===== config.mk =====
export PLATFORM = sky130hd
export DESIGN_NAME = drm_front
export DESIGN_NICKNAME = d
export VERILOG_FILES = /design/src/rtl/drm_pkg.sv /design/src/rtl/drm_front.sv
export SDC_FILE = /design/constraint.sdc
export NUM_CORES = 1
export LEC_CHECK = 0
export BUFFER_PORTS_ARGS = -buffer_cell sky130_fd_sc_hd__buf_2
export CORE_MARGIN = 1
export CORE_UTILIZATION = 45
export DETAILED_ROUTE_END_ITERATION = 12
export HOLD_SLACK_MARGIN = 0.08
export MAX_ROUTING_LAYER = met4
export PLACE_DENSITY = 0.66
export SLEW_MARGIN = 30
export SYNTH_ARGS = -nofsm -noshare
export SYNTH_HDL_FRONTEND = slang
export SYNTH_SLANG_ARGS = --single-unit

===== constraint.sdc =====
create_clock -name clk -period 6 [get_ports clk]
set_clock_uncertainty 0.1 [all_clocks]
set_input_delay 1.2 -clock clk [delete_from_list [all_inputs] [get_ports clk]]
set_output_delay 1.2 -clock clk [all_outputs]
set_load 0.02 [all_outputs]

===== src/rtl/drm_pkg.sv =====
`timescale 1ns / 1ps
// ----------------------------------------------------------------------------
// drm_pkg - shared types and constants of the drum mix ring buffer
// Operation and command codes, queue entry layout, volume scaling helpers.
// ----------------------------------------------------------------------------
package drm_pkg;

  // ring and playback constants
  localparam int RING_DEPTH_DEF = 512;
  localparam int CHUNK_LENGTH   = 64;
  localparam int READ_START     = 0;
  localparam int WRITE_START    = 256;
  localparam int VOLUME_STEPS   = 8;
  localparam int DEFAULT_VOLUME = 6;

  localparam int GROUPS      = 4;
  localparam int VOICES      = 6;
  localparam int SAMPLE_W    = 16;
  localparam int VOICE_W     = 8;
  localparam int VOL_W       = 4;
  localparam int PROD_W      = 12;
  localparam int IN_DATA_W   = 56;
  localparam int QUEUE_DEPTH = 4;

  localparam logic [SAMPLE_W-1:0] MID_LEVEL = 16'd511;
  localparam logic [VOL_W-1:0]    VOL_MAX   = VOL_W'(VOLUME_STEPS);
  localparam logic [VOL_W-1:0]    VOL_INIT  = VOL_W'(DEFAULT_VOLUME);

  // reciprocal for the truncating divide by the volume steps
  localparam int RECIP_SHIFT = 16;
  localparam int RECIP_W     = RECIP_SHIFT + 1;
  localparam logic [RECIP_W-1:0] RECIP =
    RECIP_W'((2 ** RECIP_SHIFT + VOLUME_STEPS - 1) / VOLUME_STEPS);

  // input operation codes
  typedef enum logic [1:0] {
    OP_START  = 2'd0,
    OP_VOLUME = 2'd1,
    OP_FRAME  = 2'd2,
    OP_TICK   = 2'd3
  } op_t;

  // commands handed from the front to the back
  typedef enum logic [1:0] {
    CMD_FILL = 2'd0,
    CMD_MIX  = 2'd1,
    CMD_TICK = 2'd2
  } cmd_t;

  typedef logic signed [PROD_W-1:0] prod_t;

  typedef struct packed {
    cmd_t                cmd;
    logic                chunk;
    prod_t [VOICES-1:0]  prod;
  } q_entry_t;

  // signed sample times unsigned volume, low bits of a two's complement product
  function automatic prod_t mul_volume(input logic [VOICE_W-1:0] s,
                                       input logic [VOL_W-1:0] v);
    logic [PROD_W:0] a;
    logic [PROD_W:0] b;
    logic [PROD_W:0] p;
    a = {{(PROD_W + 1 - VOICE_W){s[VOICE_W-1]}}, s};
    b = {{(PROD_W + 1 - VOL_W){1'b0}}, v};
    p = a * b;
    return p[PROD_W-1:0];
  endfunction

  // divide by the volume steps, truncating toward zero
  function automatic prod_t div_steps(input prod_t p);
    logic [PROD_W-1:0]         mag;
    logic [PROD_W+RECIP_W-1:0] full;
    logic [PROD_W-1:0]         qm;
    mag  = p[PROD_W-1] ? (~p + 1'b1) : p;
    full = (PROD_W + RECIP_W)'(mag) * (PROD_W + RECIP_W)'(RECIP);
    qm   = full[RECIP_SHIFT +: PROD_W];
    return p[PROD_W-1] ? (~qm + 1'b1) : qm;
  endfunction

endpackage


===== src/rtl/drm_front.sv =====
`timescale 1ns / 1ps
// ----------------------------------------------------------------------------
// drm_front - input side of the drum mix block
// Accepts beats, keeps group volumes and the playing flag, scales voices
// and pushes mix, tick and fill commands into the queue.
// ----------------------------------------------------------------------------
module drm_front import drm_pkg::*; (
  input  logic                 clk,
  input  logic                 rst_n,
  input  logic                 in_tvalid,
  output logic                 in_tready,
  input  logic [IN_DATA_W-1:0] in_tdata,
  input  logic [1:0]           in_tuser,
  input  logic                 fill_busy,
  output logic                 push_valid,
  input  logic                 push_ready,
  output q_entry_t             push_data
);

  logic [VOL_W-1:0] vol_r   [GROUPS];
  logic [VOL_W-1:0] vol_nxt [GROUPS];
  logic             playing_r;
  logic             playing_nxt;

  logic             accept;
  op_t              op;
  logic             chunk;
  logic [2:0]       group_index;
  logic             louder;
  logic [VOICE_W-1:0] sample [VOICES];
  logic [VOL_W-1:0]   lane_vol [VOICES];

  // field unpacking
  assign op          = op_t'(in_tuser);
  assign chunk       = in_tdata[0];
  assign group_index = in_tdata[51:49];
  assign louder      = in_tdata[52];

  always_comb begin
    for (int i = 0; i < VOICES; i++) begin
      sample[i] = in_tdata[1 + i * VOICE_W +: VOICE_W];
    end
  end

  // toms share group 2, hats share group 3
  assign lane_vol[0] = vol_r[0];
  assign lane_vol[1] = vol_r[1];
  assign lane_vol[2] = vol_r[2];
  assign lane_vol[3] = vol_r[2];
  assign lane_vol[4] = vol_r[3];
  assign lane_vol[5] = vol_r[3];

  // beats wait while the ring is swept or the queue is full
  assign in_tready = !fill_busy && push_ready;
  assign accept    = in_tvalid && in_tready;

  // classify the beat
  always_comb begin
    push_valid      = 1'b0;
    push_data.cmd   = CMD_TICK;
    push_data.chunk = chunk;
    for (int i = 0; i < VOICES; i++) begin
      push_data.prod[i] = mul_volume(sample[i], lane_vol[i]);
    end
    unique case (op)
      OP_START: begin
        push_valid    = accept;
        push_data.cmd = CMD_FILL;
      end
      OP_VOLUME: begin
        push_valid = 1'b0;
      end
      OP_FRAME: begin
        push_valid    = accept && playing_r;
        push_data.cmd = CMD_MIX;
      end
      OP_TICK: begin
        push_valid    = accept;
        push_data.cmd = CMD_TICK;
      end
      default: begin
        push_valid = 1'b0;
      end
    endcase
  end

  // volume steps and playback flag
  always_comb begin
    playing_nxt = playing_r;
    for (int g = 0; g < GROUPS; g++) begin
      vol_nxt[g] = vol_r[g];
    end
    if (accept && op == OP_START) begin
      playing_nxt = 1'b1;
    end
    if (accept && op == OP_VOLUME && !group_index[2]) begin
      if (louder) begin
        if (vol_r[group_index[1:0]] < VOL_MAX) begin
          vol_nxt[group_index[1:0]] = vol_r[group_index[1:0]] + 1'b1;
        end
      end else begin
        if (vol_r[group_index[1:0]] != '0) begin
          vol_nxt[group_index[1:0]] = vol_r[group_index[1:0]] - 1'b1;
        end
      end
    end
  end

  always_ff @(posedge clk) begin
    if (!rst_n) begin
      playing_r <= 1'b0;
      for (int g = 0; g < GROUPS; g++) begin
        vol_r[g] <= VOL_INIT;
      end
    end else begin
      playing_r <= playing_nxt;
      for (int g = 0; g < GROUPS; g++) begin
        vol_r[g] <= vol_nxt[g];
      end
    end
  end

endmodule


# After elaboration in Yosys (flattened, before gate mapping)
# Memory sizes are Yosys's and may differ from the RTL's.
# Index checks and enable logic that the tools add are counted.
[word_totals] input_bits=63 ramBits=16 n_memories=1 regBits=1 wordCells=49 output_inout_bits=77
[mem_list] memory="vol_r" words=4 word_bits=4 read_ports=5 rd_clocked_by_memory_dff=0 write_ports=4 line="drm_front.sv:20" rtl="logic [VOL_W-1:0] vol_r [GROUPS];"
[classes] n_reduce_logical=12 n_addsub=2 mux=16 n_lt_le_gt_ge=3 n_eq_ne=3 bitwise=5 multipliers=6
[op_table] operator="$mul A8 B5 Y12" n=6
[op_table] operator="$mux W16" n=4
[op_table] operator="$bwmux W16" n=2
[op_table] operator="$mux W4" n=5
[op_table] operator="$demux W4 S2" n=1
[op_table] operator="$logic_and A1 B1 Y1" n=7
[op_table] operator="$add A4 B1 Y4 const B" n=1
[op_table] operator="$eq A2 B2 Y1 const B" n=2
[op_table] operator="$lt A4 B4 Y1 const B" n=1
[op_table] operator="$or A1 B1 Y1" n=4
[op_table] operator="$pmux W2 S2" n=1
[op_table] operator="$reduce_bool A4 Y1" n=1
[op_table] operator="$sub A4 B1 Y4 const B" n=1
[op_table] operator="$ge A3 B3 Y1 const B" n=1
[op_table] operator="$lt A3 B1 Y1 const B" n=1
[op_table] operator="$not A2 Y3" n=1
[op_table] operator="$pmux W1 S3" n=1
[op_table] operator="$eq A2 B1 Y1 const B" n=1
[op_table] operator="$logic_not A1 Y1" n=2
[op_table] operator="$logic_not A2 Y1" n=1
[op_table] operator="$mux W1" n=2
[op_table] operator="$reduce_or A2 Y1" n=1

# Depth between registers and ports, before layout
# Gate-level depths: netlist of the first run.
[logic_depth] depth_word=10 mapped_depth=14 ltp_nobuf=13

# Least setup slack after synthesis of the first run
# No wires, ideal clock.
[synth_path] path_type="input -> output" start="input port in_tdata[4]" end="output port push_data[11] (netlist name)" path_buffers=0 stages=13 arrival_time_ns=4.260 required_ns=4.700 slack_ns=0.440 path_cell_list="and2_1 -> ha_1 -> fa_1 -> inv_1 -> fa_1 -> inv_1 -> ha_1 -> nand3_1 -> o211ai_1 -> or4_1 -> o311ai_1 -> o21ai_0 -> xnor2_1"
[synth_lines] item="from (decl)" line="drm_front.sv:12" rtl="input logic [IN_DATA_W-1:0] in_tdata,"
[synth_lines] item="to (decl)" line="drm_front.sv:17" rtl="output q_entry_t push_data"

==> reports/results.tsv, run 1 <==
stage	metric	value	unit
cts	CTS clk-pin slew, worst paths	0.05	ns
synth	Netlist cell types	42	
sta	fin crit period	5.76	ns
run_status	status	complete, no violations	
sta	Fmax achieved	0.174	GHz
sta	RSZ-0062 raised after global routing	no	
place	placer congestion estimate	0.798	
synth	asr flop ratio synth	0	
sta	Slew Viols, Final	0	
synth	Ys Warns	0	
floorplan	Die W	134	µm
routing	DRC	0	
global_routing	number of global-route vias before repair	6276	
power_and_ir_drop	pwr dens	120	mW/mm²
cts	CTS buffer count	3	
layout	multi-input logic area	0.00661	mm²
floorplan	# rows	47	
critical_path	Critical Path Sink Type	primary output	
global_routing	global route overflow	0	
floorplan	initial core utilization	0.468	
power_and_ir_drop	worst vdd ir	0.0842	mV
sta	Final Hold Fails	0	
layout	Syn-to-layout area delta	12.2	%
cts	TritonCTS Sinks	17	
routing	Detailed Route WL	15.0	mm
sta	Slew @ Worst Pin	0.691	ns
synth	Avg Inst Size Synth	8.09	µm²
sta	Setup TNS	0	ns
sta	Final Cycle Share	0.960	
global_routing	wire length of the first global-routing pass	27.5	mm
synth	register area share after synthesis	0.0432	
global_routing	largest net degree at the start of global routing	19	
routing	Routed wire per std cell	11.4	µm
cts	htree depth	1	
sta	Final setup viols	0	
layout	most frequent cells in the layout	inv_1 (228), and2_1 (147), buf_2 (134)	
synth	synthesized net count	1264	
critical_path	Startpoint Class	primary input	
power_and_ir_drop	Leak	0.00478	µW
layout	Fillers	1701	
critical_path	Max FO, Critical Path	4	
place	placed wire-length estimate	13.0	mm
cts	CTS tree	done	
synth	Synth Instances	973	
run	number of max-cap violations	0	
routing	Via Count	6354	
synth	number of synthesized flops with an enable pin	0	
critical_path	Critical Path RT	4.70	ns
sta	Slew headroom	0.539	
cts	CTS root buffer	clkbuf_16	
cts	hold_buf cts	0	
routing	vias per inst	4.83	
synth	Seq cells post-synth	17	
place	number of port buffers	134	
synth	Primary FF master, synth	dfxtp_1	
routing	post-route ant nets	0	
cts	CTS Buffer Depth	2	
min_path	Hold Crit Class	reg -> reg	
floorplan	Core Area	0.0168	mm²
cts	worst skew pair latency	0.25	ns
routing	DRT iter0 DRCs	148	
cts	Post-CTS Setup Bufs	0	
critical_path	Arrival @ worst endpoint	4.46	ns
power_and_ir_drop	Power, Total	1060	µW
layout	Net count, final	1386	
global_routing	number of antenna violations at the first check in global routing	2	
layout	FF/Latch Area	340	µm²
floorplan	die height	134	µm
floorplan	Die ar.	0.0180	mm²
synth	Syn Std Cell Area	0.00787	mm²
global_routing	GRT Util Overall	0.187	
floorplan	I/O pins	140	
layout	commonest non-fill, non-tap cell in the layout	inv_1	
critical_path	worst setup path class	in -> out	
routing	drt pass-1 iters	4	
layout	share of cells above drive strength 1	0.140	
[critical path, stage by stage]
cell	delay (ns)
buf_2	0.13
and2_1	0.16
ha_1	0.27
inv_1	0.05
fa_1	0.51
fa_1	0.55
inv_1	0.05
ha_1	0.34
nor2b_1	0.15
o21ai_1	0.15
a21boi_0	0.13
o21a_1	0.21
o41ai_2	0.23
xnor2_1	0.15
buf_2	0.18
[layer usage]
| layer | routed length [µm] | track usage | part of all wire |
|---|---|---|---|
| met1 | 7260 | 0.246 | 0.48 |
| met2 | 6950 | 0.313 | 0.46 |
| met3 | 683 | 0.0208 | 0.046 |
| met4 | 102 | 0.0300 | 0.0068 |
| met5 | 0 | - | 0 |
[final cells by class]
| cell class | count | share of cell area |
|---|---|---|
| inverter | 228 | 0.0969 |
| sequential | 17 | 0.0385 |
| tap | 220 | 0.0312 |
| antenna | 2 | 0.000566 |
| multi-input combinational | 711 | 0.748 |
| clock buffer | 4 | 0.00892 |
| timing repair buffer | 134 | 0.0759 |
[synthesized netlist by cell type (3+ instances only)]
| cell | number | share of area |
|---|---|---|
| ha_1 | 132 | 0.21 |
| nand3_1 | 13 | 0.0083 |
| mux2i_1 | 5 | 0.0064 |
| nand3b_1 | 3 | 0.0029 |
| nor2b_1 | 14 | 0.011 |
| clkbuf_1 | 10 | 0.0048 |
| o21a_1 | 5 | 0.0048 |
| xor2_1 | 13 | 0.014 |
| a21oi_1 | 22 | 0.014 |
| nand2_1 | 83 | 0.040 |
| o211ai_1 | 14 | 0.013 |
| o21ai_1 | 9 | 0.0057 |
| nor3_1 | 12 | 0.0076 |
| xnor2_1 | 56 | 0.062 |
| inv_1 | 228 | 0.11 |
| a21boi_0 | 4 | 0.0038 |
| mux4_2 | 4 | 0.011 |
| dfxtp_1 | 17 | 0.043 |
| buf_6 | 5 | 0.0072 |
| o21ai_0 | 6 | 0.0038 |
| and2_1 | 147 | 0.12 |
| fa_1 | 96 | 0.24 |
| o41ai_1 | 10 | 0.011 |
| nor2_1 | 43 | 0.020 |
[stage by stage]
step                      hold WS [ns]   util  setup slack [ns]  instance area, µm²  cells
after global routing             0.495  0.525           0.00954                8830   1316
after global placement           0.444  0.518             0.154                8710   1310
after floorplan                  0.358      -             0.440                7870    973
final                            0.487  0.525             0.240                8830   1316
after CTS                        0.475  0.523             0.155                8790   1314
after detailed placement         0.464  0.518             0.167                8710   1310
[cells by family after synthesis]
kind of cell	count (synthesis)	share of synthesized area
XOR/XNOR	70	0.0788
AO/OA/AOI/OAI	75	0.0617
flip-flops	17	0.0432
adder cells (fa/ha/maj)	228	0.454
multiplexers	9	0.0178
AND/OR/NAND/NOR	329	0.222
buffers and inverters	245	0.122
[path summary, 6_finish.rpt]
kind	cells after the start	to	slack, ns	from
max	15	push_data[70]	0.24	in_tdata[43]
min	2	playing_r	0.49	playing_r
max reg2reg	8	register	3.20	register
min reg2reg	2	playing_r	0.49	playing_r
[repair_timing]
item	CTS	global route
hold endpoints to repair	0	0
setup endpoints to repair	0	6
resized for setup	0	6
[report_power, final]
group	internal, µW	switching [µW]	leakage, µW
registers	114	1.42	0.000137
clock network	90.2	43.1	0.0000382
logic	338	477	0.00460
Note: power is estimated with default switching activity, not from simulation.
==> run 2, diff against run 1 <==
--- a/config.mk
+++ b/config.mk
@@ -6,9 +6,11 @@
 export NUM_CORES = 1
 export LEC_CHECK = 0
 export BUFFER_PORTS_ARGS = -buffer_cell sky130_fd_sc_hd__buf_2
-export CORE_MARGIN = 1
+export CORE_MARGIN = 2
 export CORE_UTILIZATION = 45
+export CTS_CLUSTER_SIZE = 40
 export DETAILED_ROUTE_END_ITERATION = 12
+export GPL_TIMING_DRIVEN = 0
 export HOLD_SLACK_MARGIN = 0.08
 export MAX_ROUTING_LAYER = met4
 export PLACE_DENSITY = 0.66
==> run 2 against run 1 <==
Effect of this change:
- die area grew 3.0%
- flip-flop and latch count is the same
- critical endpoint unchanged
- total power grew 0.72%
- design area grew 1.1%
- via count grew 0.31%
- wire length grew 6.3%
==> reports/results.tsv, run 2 (same netlist as run 1, synthesis figures left out) <==
stage	metric	value	unit	change
run_status	status	complete, no violations		
global_routing	number of antenna violations at the first check in global routing	0		-2
layout	most frequent cells in the layout	inv_1 (228), and2_1 (147), buf_2 (135)		
cts	TritonCTS Sinks	17		unchanged
sta	Final Hold Fails	0		unchanged
critical_path	Top Family by Delay on Critical Path	adder cells		
critical_path	Arrival @ worst endpoint	4.48	ns	+0.02 ns
floorplan	die height	136	µm	+1.5%
routing	post-route ant nets	0		unchanged
sta	Slew Viols, Final	0		unchanged
layout	Final Util	0.520		-0.00512
floorplan	I/O pins	140		unchanged
cts	htree depth	1		unchanged
critical_path	slowest CP cell	fa_1		
global_routing	largest net degree at the start of global routing	11		-8
place	DP Cell Count	1332		+1.7%
routing	drt pass-1 iters	4		unchanged
power_and_ir_drop	Clk pwr share	0.123		-0.002
power_and_ir_drop	Power, Total	1070	µW	+0.72%
power_and_ir_drop	worst vdd ir	0.117	mV	+39%
routing	DRC	0		unchanged
routing	Via Count	6374		+0.31%
sta	RSZ-0062 raised after global routing	no		
routing	vias per inst	4.77		-1.2%
layout	Net count, final	1403		+1.2%
run	number of max-cap violations	0		unchanged
critical_path	worst setup path class	in -> out		
place	number of port buffers	134		unchanged
power_and_ir_drop	Int Power	544	µW	+0.53%
cts	CTS root buffer	clkbuf_16		
sta	Setup TNS	0	ns	unchanged
floorplan	# rows	48		+2.1%
sta	Final Cycle Share	0.964		+0.00369
critical_path	Max FO, Critical Path	4		unchanged
power_and_ir_drop	sequential power share	0.107		about the same
sta	Fmax achieved	0.173	GHz	-0.38%
floorplan	Die W	136	µm	+1.5%
place	placer congestion estimate	0.837		+5.0%
cts	Post-CTS Setup Bufs	0		unchanged
power_and_ir_drop	Sw Pwr	526	µW	+0.92%
layout	Cell Count, Final, Fillers Out	1336		+1.5%
power_and_ir_drop	Leak	0.00482	µW	+0.98%
min_path	Hold Crit Class	reg -> reg		
cts	CTS tree	done		
critical_path	slowest cell delay on critical path	0.55	ns	about the same
place	pre-CTS WS	0.111	ns	-0.0564 ns
cts	CTS Buffer Depth	2		unchanged
layout	Antenna Cells	0		-2
global_routing	GRT Util Overall	0.186		-0.00119
sta	Final setup viols	0		unchanged
place	placed wire-length estimate	14.0	mm	+7.8%
critical_path	critical path, cell by cell	buf_2 -> and2_1 -> ha_1 -> inv_1 -> fa_1 -> fa_1 -> inv_1 -> ha_1 -> nor2b_1 -> o21ai_1 -> a21boi_0 -> o21a_1 -> o41ai_2 -> xnor2_1 -> buf_2		
critical_path	Critical Path RT	4.70	ns	about the same
sta	Slew @ Worst Pin	0.682	ns	-0.00932 ns
layout	share of cells above drive strength 1	0.143		+0.00326
critical_path	Startpoint Class	primary input		
critical_path	Critical Path Sink Type	primary output		
cts	CTS buffer count	3		unchanged
floorplan	Core Area	0.0172	mm²	+2.1%
cts	cts repair resizes	0		unchanged
layout	Syn-to-layout area delta	13.5	%	
sta	Slew headroom	0.545		+0.00586
power_and_ir_drop	Comb power frac	0.770		+0.004
global_routing	global route overflow	0		unchanged
cts	hold_buf cts	0		unchanged
cts	worst skew pair latency	0.25	ns	about the same
sta	fin crit period	5.78	ns	+0.0221 ns
critical_path	Crit path buffers/inverters	4		unchanged
power_and_ir_drop	pwr dens	120	mW/mm²	-0.41%
sta	worst setup margin	0.218	ns	-0.0221 ns
cts	CTS clk-pin slew, worst paths	0.05	ns	about the same
routing	Detailed Route WL	15.9	mm	+6.3%
floorplan	initial core utilization	0.458		-0.00975
routing	DRT iter0 DRCs	196		+32%
global_routing	number of global-route vias before repair	6358		+1.3%
floorplan	Die ar.	0.0186	mm²	+3.0%
layout	commonest non-fill, non-tap cell in the layout	inv_1		
power_and_ir_drop	Net Sw Frac	0.492		+0.000983
routing	Routed wire per std cell	11.9	µm	+4.7%
global_routing	wire length of the first global-routing pass	28.1	mm	+2.1%
-- run 2: power groups by stage --
stage               clock (µW)  sequential, µW  combinational [µW]
floorplan                    0             116                 611
global placement             0             117                 815
detailed placement           0             117                 826
CTS                        134             114                 833
global route               140             114                 933
finish                     132             114                 824
-- run 2: area by class of cell --
type	instances	area, µm²
Buffer	17	106
Clock buffer	4	78.8
Fill cell	1735	8240
Inverter	228	856
Multi-Input combinational cell	711	6600
Sequential cell	17	340
Tap cell	225	282
Timing Repair Buffer	134	671
-- run 2: routing by layer --
metal / part of all wire / up-vias / wire length (µm) / GRT usage
met5: 0 / - / 0 / -
met1: 0.48 / 2979 / 7580 / 0.246
met2: 0.48 / 100 / 7630 / 0.320
met3: 0.043 / 6 / 683 / 0.0224
li1: - / 3289 / - / -
met4: 0.0030 / 0 / 48 / 0.0104
-- run 2: worst paths after layout --
check             cells past startpoint             to  slack (ns)          from
hold reg to reg                       2      playing_r        0.47     playing_r
setup / recovery                     15  push_data[70]        0.22  in_tdata[42]
hold / removal                        2      playing_r        0.47     playing_r
setup reg to reg                      9    vol_r[2][3]        3.48      register
-- run 2: metrics by stage --
step | hold WS, ns | area (µm²)
detailed placement | 0.461 | 8830
CTS | 0.472 | 8900
global route | 0.521 | 8930
floorplan | 0.358 | 7870
global placement | 0.453 | 8830
finish | 0.467 | 8930
-- run 2: worst register-to-register path, stage by stage (launching register included) --
cell and delay, ns:
dfxtp_1 0.29, buf_2 0.19, mux4_2 0.60, inv_1 0.13, ha_1 0.16, nor4b_1 0.34, nor3_1 0.15, nand3b_1 0.21
mux2i_1 0.21, nor2b_1 0.06
